--- src/hdl/rxh_pkg.sv ---
// ----------------------------------------------------------------------------
// rxh_pkg
// widths, constants, types and the byte mixing function of the hash index
// ----------------------------------------------------------------------------
`default_nettype none

package rxh_pkg;

    localparam int unsigned HASH_W          = 32;
    localparam int unsigned BYTE_W          = 8;
    localparam int unsigned ROT_LEFT        = 5;
    localparam int unsigned ROT_RIGHT       = HASH_W - ROT_LEFT;
    localparam logic [HASH_W-1:0] TABLE_SIZE_RESET = HASH_W'(1024);

    // handshake status of the shared remainder unit
    typedef struct packed {
        logic busy;
        logic done;
    } t_div_status;

    // rotate left by five and fold the byte into the low bits
    function automatic logic [HASH_W-1:0] hash_mix(input logic [HASH_W-1:0] h,
                                                   input logic [BYTE_W-1:0] b);
        logic [HASH_W-1:0] rotated;
        rotated = {h[ROT_RIGHT-1:0], h[HASH_W-1:ROT_RIGHT]};
        return rotated ^ {{(HASH_W-BYTE_W){1'b0}}, b};
    endfunction

endpackage

`default_nettype wire

--- src/hdl/rxh_mod_unit.sv ---
// ----------------------------------------------------------------------------
// rxh_mod_unit
// iterative restoring remainder unit, one quotient bit per cycle
// ----------------------------------------------------------------------------
`default_nettype none

module rxh_mod_unit #(
    parameter int unsigned W = rxh_pkg::HASH_W
) (
    input  logic                 i_clk,
    input  logic                 i_rst_n,
    input  logic                 i_start,
    input  logic [W-1:0]         i_dividend,
    input  logic [W-1:0]         i_divisor,
    output logic [W-1:0]         o_remainder,
    output rxh_pkg::t_div_status o_status
);
    import rxh_pkg::*;

    localparam int unsigned CW = (W > 1) ? $clog2(W) : 1;

    logic          r_busy, n_busy;
    logic          r_done, n_done;
    logic [CW-1:0] r_cnt, n_cnt;
    logic [W-1:0]  r_rem, n_rem;
    logic [W-1:0]  r_dvd, n_dvd;
    logic [W-1:0]  r_dsr, n_dsr;

    logic [W:0]    shifted;
    logic [W:0]    diff;
    t_div_status   status;

    // shift in the next dividend bit and trial subtract
    assign shifted = {r_rem, r_dvd[W-1]};
    assign diff    = shifted - {1'b0, r_dsr};

    // sequencer of the shared subtractor
    always_comb begin
        n_busy = r_busy;
        n_done = 1'b0;
        n_cnt  = r_cnt;
        n_rem  = r_rem;
        n_dvd  = r_dvd;
        n_dsr  = r_dsr;
        if (i_start) begin
            n_busy = 1'b1;
            n_cnt  = '0;
            n_rem  = '0;
            n_dvd  = i_dividend;
            n_dsr  = i_divisor;
        end else if (r_busy) begin
            n_rem = diff[W] ? shifted[W-1:0] : diff[W-1:0];
            n_dvd = {r_dvd[W-2:0], 1'b0};
            n_cnt = r_cnt + CW'(1);
            if (r_cnt == CW'(W-1)) begin
                n_busy = 1'b0;
                n_done = 1'b1;
            end
        end
    end

    // control registers
    always_ff @(posedge i_clk) begin
        if (!i_rst_n) begin
            r_busy <= 1'b0;
            r_done <= 1'b0;
            r_cnt  <= '0;
        end else begin
            r_busy <= n_busy;
            r_done <= n_done;
            r_cnt  <= n_cnt;
        end
    end

    // datapath registers
    always_ff @(posedge i_clk) begin
        r_rem <= n_rem;
        r_dvd <= n_dvd;
        r_dsr <= n_dsr;
    end

    assign status.busy = r_busy;
    assign status.done = r_done;
    assign o_status    = status;
    assign o_remainder = r_rem;

endmodule

`default_nettype wire

--- src/hdl/rotate_xor_string_hash_index.sv ---
// ----------------------------------------------------------------------------
// rotate_xor_string_hash_index
// rotating shift-xor string hash with bucket reduction modulo a nonzero table size
// ----------------------------------------------------------------------------
// Usage:
//   Input channel (i_in_valid / o_in_ready) carries one key byte per request
//   with i_byte_present and i_key_end. A request without key end updates
//   the running hash; the next byte may follow at once. A request with key
//   end starts the remainder: the iterative subtractor takes one quotient
//   bit per cycle; once the unit is done the block moves to its hold state,
//   loads the result into the output register when that register is free
//   and only then takes the next request. With a table size of zero the
//   bucket equals the raw hash and the request goes straight to the hold
//   state. o_in_ready is low until the result is loaded.
//   Output channel (o_out_valid / i_out_ready) holds bucket and raw hash in
//   a register; while the receiver stalls the block still takes key bytes,
//   and a finished remainder waits in the unit until the register frees.
//   Config channel (i_cfg_valid / o_cfg_ready) writes table_size, always
//   ready; write only while idle.
//   Reset (synchronous, active low) clears the running hash, drops any
//   pending result and sets table size to 1024.
// ----------------------------------------------------------------------------
`default_nettype none

module rotate_xor_string_hash_index (
    input  logic                        i_clk,
    input  logic                        i_rst_n,
    input  logic                        i_in_valid,
    output logic                        o_in_ready,
    input  logic [rxh_pkg::BYTE_W-1:0]  i_key_byte,
    input  logic                        i_byte_present,
    input  logic                        i_key_end,
    output logic                        o_out_valid,
    input  logic                        i_out_ready,
    output logic [rxh_pkg::HASH_W-1:0]  o_bucket_index,
    output logic [rxh_pkg::HASH_W-1:0]  o_raw_hash,
    input  logic                        i_cfg_valid,
    output logic                        o_cfg_ready,
    input  logic [rxh_pkg::HASH_W-1:0]  i_cfg_data
);
    import rxh_pkg::*;

    typedef enum logic [2:0] {
        S_IDLE = 3'b001,
        S_DIV  = 3'b010,
        S_HOLD = 3'b100
    } t_state;

    t_state              r_state, n_state;
    logic [HASH_W-1:0]   r_hash, n_hash;
    logic [HASH_W-1:0]   r_final, n_final;
    logic                r_zero, n_zero;
    logic                r_out_valid, n_out_valid;
    logic [HASH_W-1:0]   r_bucket, n_bucket;
    logic [HASH_W-1:0]   r_raw, n_raw;
    logic [HASH_W-1:0]   r_table_size;

    logic                in_acc;
    logic                out_free;
    logic                div_start;
    logic [HASH_W-1:0]   mixed;
    logic [HASH_W-1:0]   remainder;
    t_div_status         div_status;

    assign o_in_ready = (r_state == S_IDLE);
    assign in_acc     = i_in_valid && o_in_ready;
    assign out_free   = !r_out_valid || i_out_ready;
    assign mixed      = i_byte_present ? hash_mix(r_hash, i_key_byte) : r_hash;

    // shared remainder unit
    rxh_mod_unit #(
        .W (HASH_W)
    ) u_mod (
        .i_clk       (i_clk),
        .i_rst_n     (i_rst_n),
        .i_start     (div_start),
        .i_dividend  (mixed),
        .i_divisor   (r_table_size),
        .o_remainder (remainder),
        .o_status    (div_status)
    );

    // sequencer and output register loading
    always_comb begin
        n_state     = r_state;
        n_hash      = r_hash;
        n_final     = r_final;
        n_zero      = r_zero;
        n_out_valid = r_out_valid;
        n_bucket    = r_bucket;
        n_raw       = r_raw;
        div_start   = 1'b0;
        if (r_out_valid && i_out_ready) begin
            n_out_valid = 1'b0;
        end
        case (r_state)
            S_IDLE: begin
                if (in_acc) begin
                    if (!i_key_end) begin
                        n_hash = mixed;
                    end else begin
                        n_hash  = '0;
                        n_final = mixed;
                        if (r_table_size == '0) begin
                            n_zero  = 1'b1;
                            n_state = S_HOLD;
                        end else begin
                            n_zero    = 1'b0;
                            div_start = 1'b1;
                            n_state   = S_DIV;
                        end
                    end
                end
            end
            S_DIV: begin
                if (div_status.done) begin
                    n_state = S_HOLD;
                end
            end
            S_HOLD: begin
                if (out_free) begin
                    n_out_valid = 1'b1;
                    n_bucket    = r_zero ? r_final : remainder;
                    n_raw       = r_final;
                    n_state     = S_IDLE;
                end
            end
            default: begin
                n_state = S_IDLE;
            end
        endcase
    end

    // control state
    always_ff @(posedge i_clk) begin
        if (!i_rst_n) begin
            r_state     <= S_IDLE;
            r_hash      <= '0;
            r_out_valid <= 1'b0;
        end else begin
            r_state     <= n_state;
            r_hash      <= n_hash;
            r_out_valid <= n_out_valid;
        end
    end

    // payload registers
    always_ff @(posedge i_clk) begin
        r_final  <= n_final;
        r_zero   <= n_zero;
        r_bucket <= n_bucket;
        r_raw    <= n_raw;
    end

    // table size register
    always_ff @(posedge i_clk) begin
        if (!i_rst_n) begin
            r_table_size <= TABLE_SIZE_RESET;
        end else if (i_cfg_valid) begin
            r_table_size <= i_cfg_data;
        end
    end

    assign o_cfg_ready    = 1'b1;
    assign o_out_valid    = r_out_valid;
    assign o_bucket_index = r_bucket;
    assign o_raw_hash     = r_raw;

endmodule

`default_nettype wire

--- config.mk ---
export PLATFORM = sky130hd
export DESIGN_NAME = rotate_xor_string_hash_index
export DESIGN_NICKNAME = d
export VERILOG_FILES = /design/src/hdl/rxh_pkg.sv /design/src/hdl/rxh_mod_unit.sv /design/src/hdl/rotate_xor_string_hash_index.sv
export SDC_FILE = /design/constraint.sdc
export NUM_CORES = 1
export LEC_CHECK = 0
export BUFFER_PORTS_ARGS = -buffer_cell sky130_fd_sc_hd__buf_2
export CORE_UTILIZATION = 57
export DETAILED_ROUTE_END_ITERATION = 8
export PLACE_DENSITY_LB_ADDON = 0.1
export SETUP_SLACK_MARGIN = 0.4
export SLEW_MARGIN = 20
export SYNTH_ARGS = -nofsm -noshare
export SYNTH_HDL_FRONTEND = slang
export SYNTH_HIERARCHICAL = 1
export SYNTH_SLANG_ARGS = --single-unit
--- constraint.sdc ---
create_clock -name i_clk -period 6.72 [get_ports i_clk]
set_clock_uncertainty 0.1 [all_clocks]
set_input_delay 1.344 -clock i_clk [delete_from_list [all_inputs] [get_ports i_clk]]
set_output_delay 1.344 -clock i_clk [all_outputs]
set_load 0.01 [all_outputs]
# After elaboration in Yosys (flattened, before gate mapping)
# Index checks and enable logic that the tools add are counted.
[totals]
reg_bits = 268
wordCells = 63
in_bits = 47
output_inout_bits = 67
[classes]
n_bitwise = 3
mux = 24
addsub = 2
reduce_logical = 12
eq_ne = 8
[ops]
columns = ["cell", "n"]
rows = [
  ["2-to-1 mux 32 bit", 6],
  ["subtractor 33 x 32 -> 33 bit", 1],
  ["zero test 32 bit", 1],
  ["bitwise XOR 32 x 8 -> 32 bit", 1],
  ["2-to-1 mux 3 bit", 5],
  ["2-to-1 mux 1 bit", 12],
  ["case mux 3 bit (3 select lines)", 1],
  ["inequality test 2 x 1 -> 1 bit (second input constant)", 3],
  ["adder 5 x 1 -> 5 bit (second input constant)", 1],
  ["equality test 5 bit (second input constant)", 1],
  ["AND reduction 2 bit", 2],
  ["AND reduction 4 bit", 1],
  ["equality test 3 x 1 -> 1 bit (second input constant)", 1],
  ["equality test 3 x 2 -> 1 bit (second input constant)", 1],
  ["equality test 3 bit (second input constant)", 1],
  ["AND reduction 3 bit", 1],
  ["OR reduction 3 bit", 1],
  ["logical AND 1 bit", 2],
  ["inequality test 2 bit (second input constant)", 1],
  ["NOT 1 bit", 2],
  ["nonzero test 2 bit", 1],
  ["OR reduction 2 bit", 1],
  ["zero test 1 bit", 1],
  ["logical OR 1 bit", 1],
]

# Depth between registers and ports, before layout
[depth]
depth_word = 6
mapped_depth = 13
ltp_nobuf = 12

# Modules after synthesis
# Netlist, hierarchy kept.
[by_module_without_submodules]
columns = ["mod", "cells_each", "seq_area_each_um2", "instances", "area_per_inst_um2"]
rows = [
  ["rotate_xor_string_hash_index", 463, 4274.1, 1, 6523.8],
  ["rxh_mod_unit", 614, 2702.6, 1, 6134.6],
]

# Least setup slack after synthesis
# No wires, ideal clock.
[synth_path]
path_type = "input-to-reg"
startpoint = "in i_in_valid"
endpoint = "reg u_mod.r_dvd[0], enable pin"
setup_time_ns = 0.375
path_slack_ns = 0.971
required_ns = 6.245
stages = 8
n_path_buf = 5
arrival_time_ns = 5.274
path_cell_list = "buf_2 nand4bb_1 buf_4 buf_2 nor3_1 clkbuf_1 clkbuf_1 or2_2"
[synth_between]
elab_chain_len = 4
[synth_rtl]
columns = ["element", "line", "text"]
rows = [
  ["start: declaration", "rotate_xor_string_hash_index.sv:28", "input logic i_in_valid,"],
  ["logical AND 1 bit", "rotate_xor_string_hash_index.sv:66", "assign in_acc = i_in_valid && o_in_ready;"],
  ["2-to-1 mux 1 bit", "rotate_xor_string_hash_index.sv:98", "if (in_acc) begin"],
  ["2-to-1 mux 1 bit", "rotate_xor_string_hash_index.sv:96", "case (r_state)"],
  ["net div_start", "rotate_xor_string_hash_index.sv:60", "logic div_start;"],
  ["nonzero test 2 bit (no source line)", "n/a", ""],
  ["end signal: assignment", "rxh_mod_unit.sv:78", "r_dvd <= n_dvd;"],
  ["end: declaration", "rxh_mod_unit.sv:26", "logic [W-1:0] r_dvd, n_dvd;"],
]
# The timed path passes the listed nets, and every way through them passes these cells.
# A chain may end at the register's enable or synchronous reset.

# Worst setup path in the final report
[layout_path]
startpoint = "reg u_mod.r_dvd[31]"
endpoint = "reg u_mod.r_rem[7], in the netlist u_mod/o_remainder[7]"
[layout_between]
elab_chain_len = 2
[layout_rtl]
columns = ["element", "line", "text"]
rows = [
  ["subtractor 33 x 32 -> 33 bit", "rxh_mod_unit.sv:35", "assign diff = shifted - {1'b0, r_dsr};"],
  ["2-to-1 mux 32 bit", "rxh_mod_unit.sv:52", "n_rem = diff[W] ? shifted[W-1:0] : diff[W-1:0];"],
  ["end signal: assignment", "rxh_mod_unit.sv:77", "r_rem <= n_rem;"],
  ["end: declaration", "rxh_mod_unit.sv:25", "logic [W-1:0] r_rem, n_rem;"],
]
# Every way passes these cells.

==> results.sh <==
export IMPL_clk_latency_ns=0.55
export IMPL_syn_avg_cell_area_um2=11.8
export IMPL_core_um2=21800
export IMPL_pin_count=114
export IMPL_setup_violations=0
export IMPL_dpl_hpwl_um=19200
export IMPL_final_cell_mix="161 x edfxtp_1, 112 x buf_2, 106 x dfxtp_1"
export IMPL_clockPowerShare_pct=33.6
export IMPL_combPwrFrac_pct=25.0
export IMPL_critical_path_arrival_ns=4.32
export IMPL_rows=54
export IMPL_cts_tree="yes"
export IMPL_power_density_nw_per_um2=343
export IMPL_post_cts_buffers=0
export IMPL_vias=8520
export IMPL_drt_wirelength_per_cell_um=19.2
export IMPL_cts_resized=0
export IMPL_path_cells="inv_1 > ha_1 > fa_1 > nand2b_1 > a21o_1 > a211oi_2 > o21ai_2 > mux2i_2 > nand2_4 > mux2i_1 > a211oi_1"
export IMPL_cpMaxStageDelayCell="mux2i_2"
export IMPL_hold_viol_final=0
export IMPL_grt_pass1_wl_um=42900
export IMPL_worst_setup_path_start_kind="flop"
export IMPL_p_leak_nw=5.52
export IMPL_swShare_pct=30.4
export IMPL_worst_pin_slew_ns=1.11
export IMPL_dieHeight_um=151
export IMPL_place_gp_congestion=0.889
export IMPL_io_buffer_count=112
export IMPL_multi_input_area_um2=5140
export IMPL_pwr_share_seq_pct=41.4
export IMPL_fin_ws_ns=2.74
export IMPL_intPower_mw=3.40
export IMPL_fin_nets=1240
export IMPL_fin_crit_ns=3.98
export IMPL_min_path_type="reg2reg"
export IMPL_drt_iter0_markers=626
export IMPL_antenna_found_initial=0
export IMPL_cts_buffers=29
export IMPL_place_ws_ns=2.47
export IMPL_slew_headroom_pct=25.9
export IMPL_maxCapViolCount=0
export IMPL_setup_tns_ns=0
export IMPL_cp_slowest_stage_delay_ns=0.73
export IMPL_clk_path_buf_depth=3
export IMPL_first_pass_iters=5
export IMPL_syn_to_final_growth_pct=12.7
export IMPL_initial_core_util_pct=58.0
export IMPL_grt_overflow=0
export IMPL_clkSinkCount=268
export IMPL_die_area_um2=22800
export IMPL_register_area_um2=6980
export IMPL_ant_nets=0
export IMPL_maxSlewViolCount=0
export IMPL_fillers=1730
export IMPL_path_class="reg2reg"
export IMPL_syn_area_um2=12700
export IMPL_period_share_pct=59.2
export IMPL_vdd_ir_drop_max_mv=0.210
export IMPL_synth_nets=1158
export IMPL_yosysWarnings=6
export IMPL_wirelength_um=28100
export IMPL_cts_hold_buffers_added=0
export IMPL_drc=0
export IMPL_synthCells=1076
export IMPL_power_switching_mw=1.49
export IMPL_rsz0062_at_grt="no"
export IMPL_outcome="finished clean"
export IMPL_track_usage_pct=24.5
export IMPL_root_buffer="clkbuf_16"
export IMPL_drive_above_1_share_pct=22.8
export IMPL_grt_max_degree=89
export IMPL_max_freq_ghz=0.251
export IMPL_dieWidth_um=151
export IMPL_num_antenna_cells=0
export IMPL_cp_data_required_time_ns=7.06
export IMPL_final_common_cell="edfxtp_1"
export IMPL_clk_pin_slew_ns=0.06
export IMPL_worstPathMaxFanout=36
export IMPL_cts_max_level=1
export IMPL_viasPerCell=5.83
export IMPL_end_kind="flop"
export IMPL_grt_pass1_vias=7694
-- path summary, 6_finish.rpt --
kind	start	endpoint	slack (ns)	cells after the start
setup / recovery	u_mod/r_dvd[31]	u_mod/o_remainder[7]	2.74	11
setup reg to reg	u_mod/r_dvd[31]	u_mod/o_remainder[7]	2.74	11
hold reg to reg	r_final[23]	o_raw_hash[23]	0.34	0
hold / removal	r_final[23]	o_raw_hash[23]	0.34	0
-- sequential cells by signal (all words and copies together) (netlist names) --
name               cells
u_mod/r_busy           1
u_mod/r_cnt            5
r_state                3
r_final               32
r_table_size          32
o_out_valid            1
u_mod/r_dsr           32
o_raw_hash            32
u_mod/o_remainder     32
r_zero                 1
u_mod/r_dvd           32
o_bucket_index        32
r_hash                32
u_mod/r_done           1
-- worst max-delay path: cells and delay by family (launching register included) --
| kind | cells | cell delay [ns] |
|---|---|---|
| AO/OA/AOI/OAI | 4 | 0.98 |
| AND/OR/NAND/NOR | 2 | 0.72 |
| buffers and inverters | 1 | 0.05 |
| multiplexers | 2 | 0.97 |
| flip-flops | 1 | 0.36 |
| adder cells (fa/ha/maj) | 2 | 0.69 |
-- area by class of cell --
class	instances	share of cell area [%]
Sequential cell	268	48.9
Multi-Input combinational cell	698	36.1
Clock buffer	37	5.66
Timing Repair Buffer	119	4.39
Tap cell	280	2.46
Clock inverter	17	1.36
Inverter	42	1.11
-- per-layer routing --
metal	share of wire, %	vias up	global-route usage [%]
li1	-	4126	-
met1	48	4123	36.7
met2	45	232	37.4
met3	5.3	39	2.92
met4	2.3	0	7.10
met5	0	-	0
-- power groups by stage --
stage	logic, mW	registers [mW]	clock network, mW
after global placement	1.19	2.06	0
after CTS	1.21	2.03	1.67
after floorplan	1.03	1.98	0
final	1.22	2.03	1.64
after detailed placement	1.20	2.06	0
after global routing	1.35	2.04	1.72
-- through the flow --
| step | area [µm²] | cells | util [%] | power, mW | hold WS (ns) |
|---|---|---|---|---|---|
| 3_3_place_gp | 13300 | 1407 | 60.7 | 3.25 | 0.325 |
| 6_report | 14300 | 1461 | 65.3 | 4.89 | 0.345 |
| 4_1_cts | 14300 | 1461 | 65.3 | 4.91 | 0.344 |
| 2_1_floorplan | 12700 | 1076 | - | 3.02 | 0.320 |
| 5_1_grt | 14300 | 1461 | 65.3 | 5.11 | 0.352 |
| 3_5_place_dp | 13300 | 1407 | 60.7 | 3.27 | 0.329 |
(Power assumes the default switching activity.)
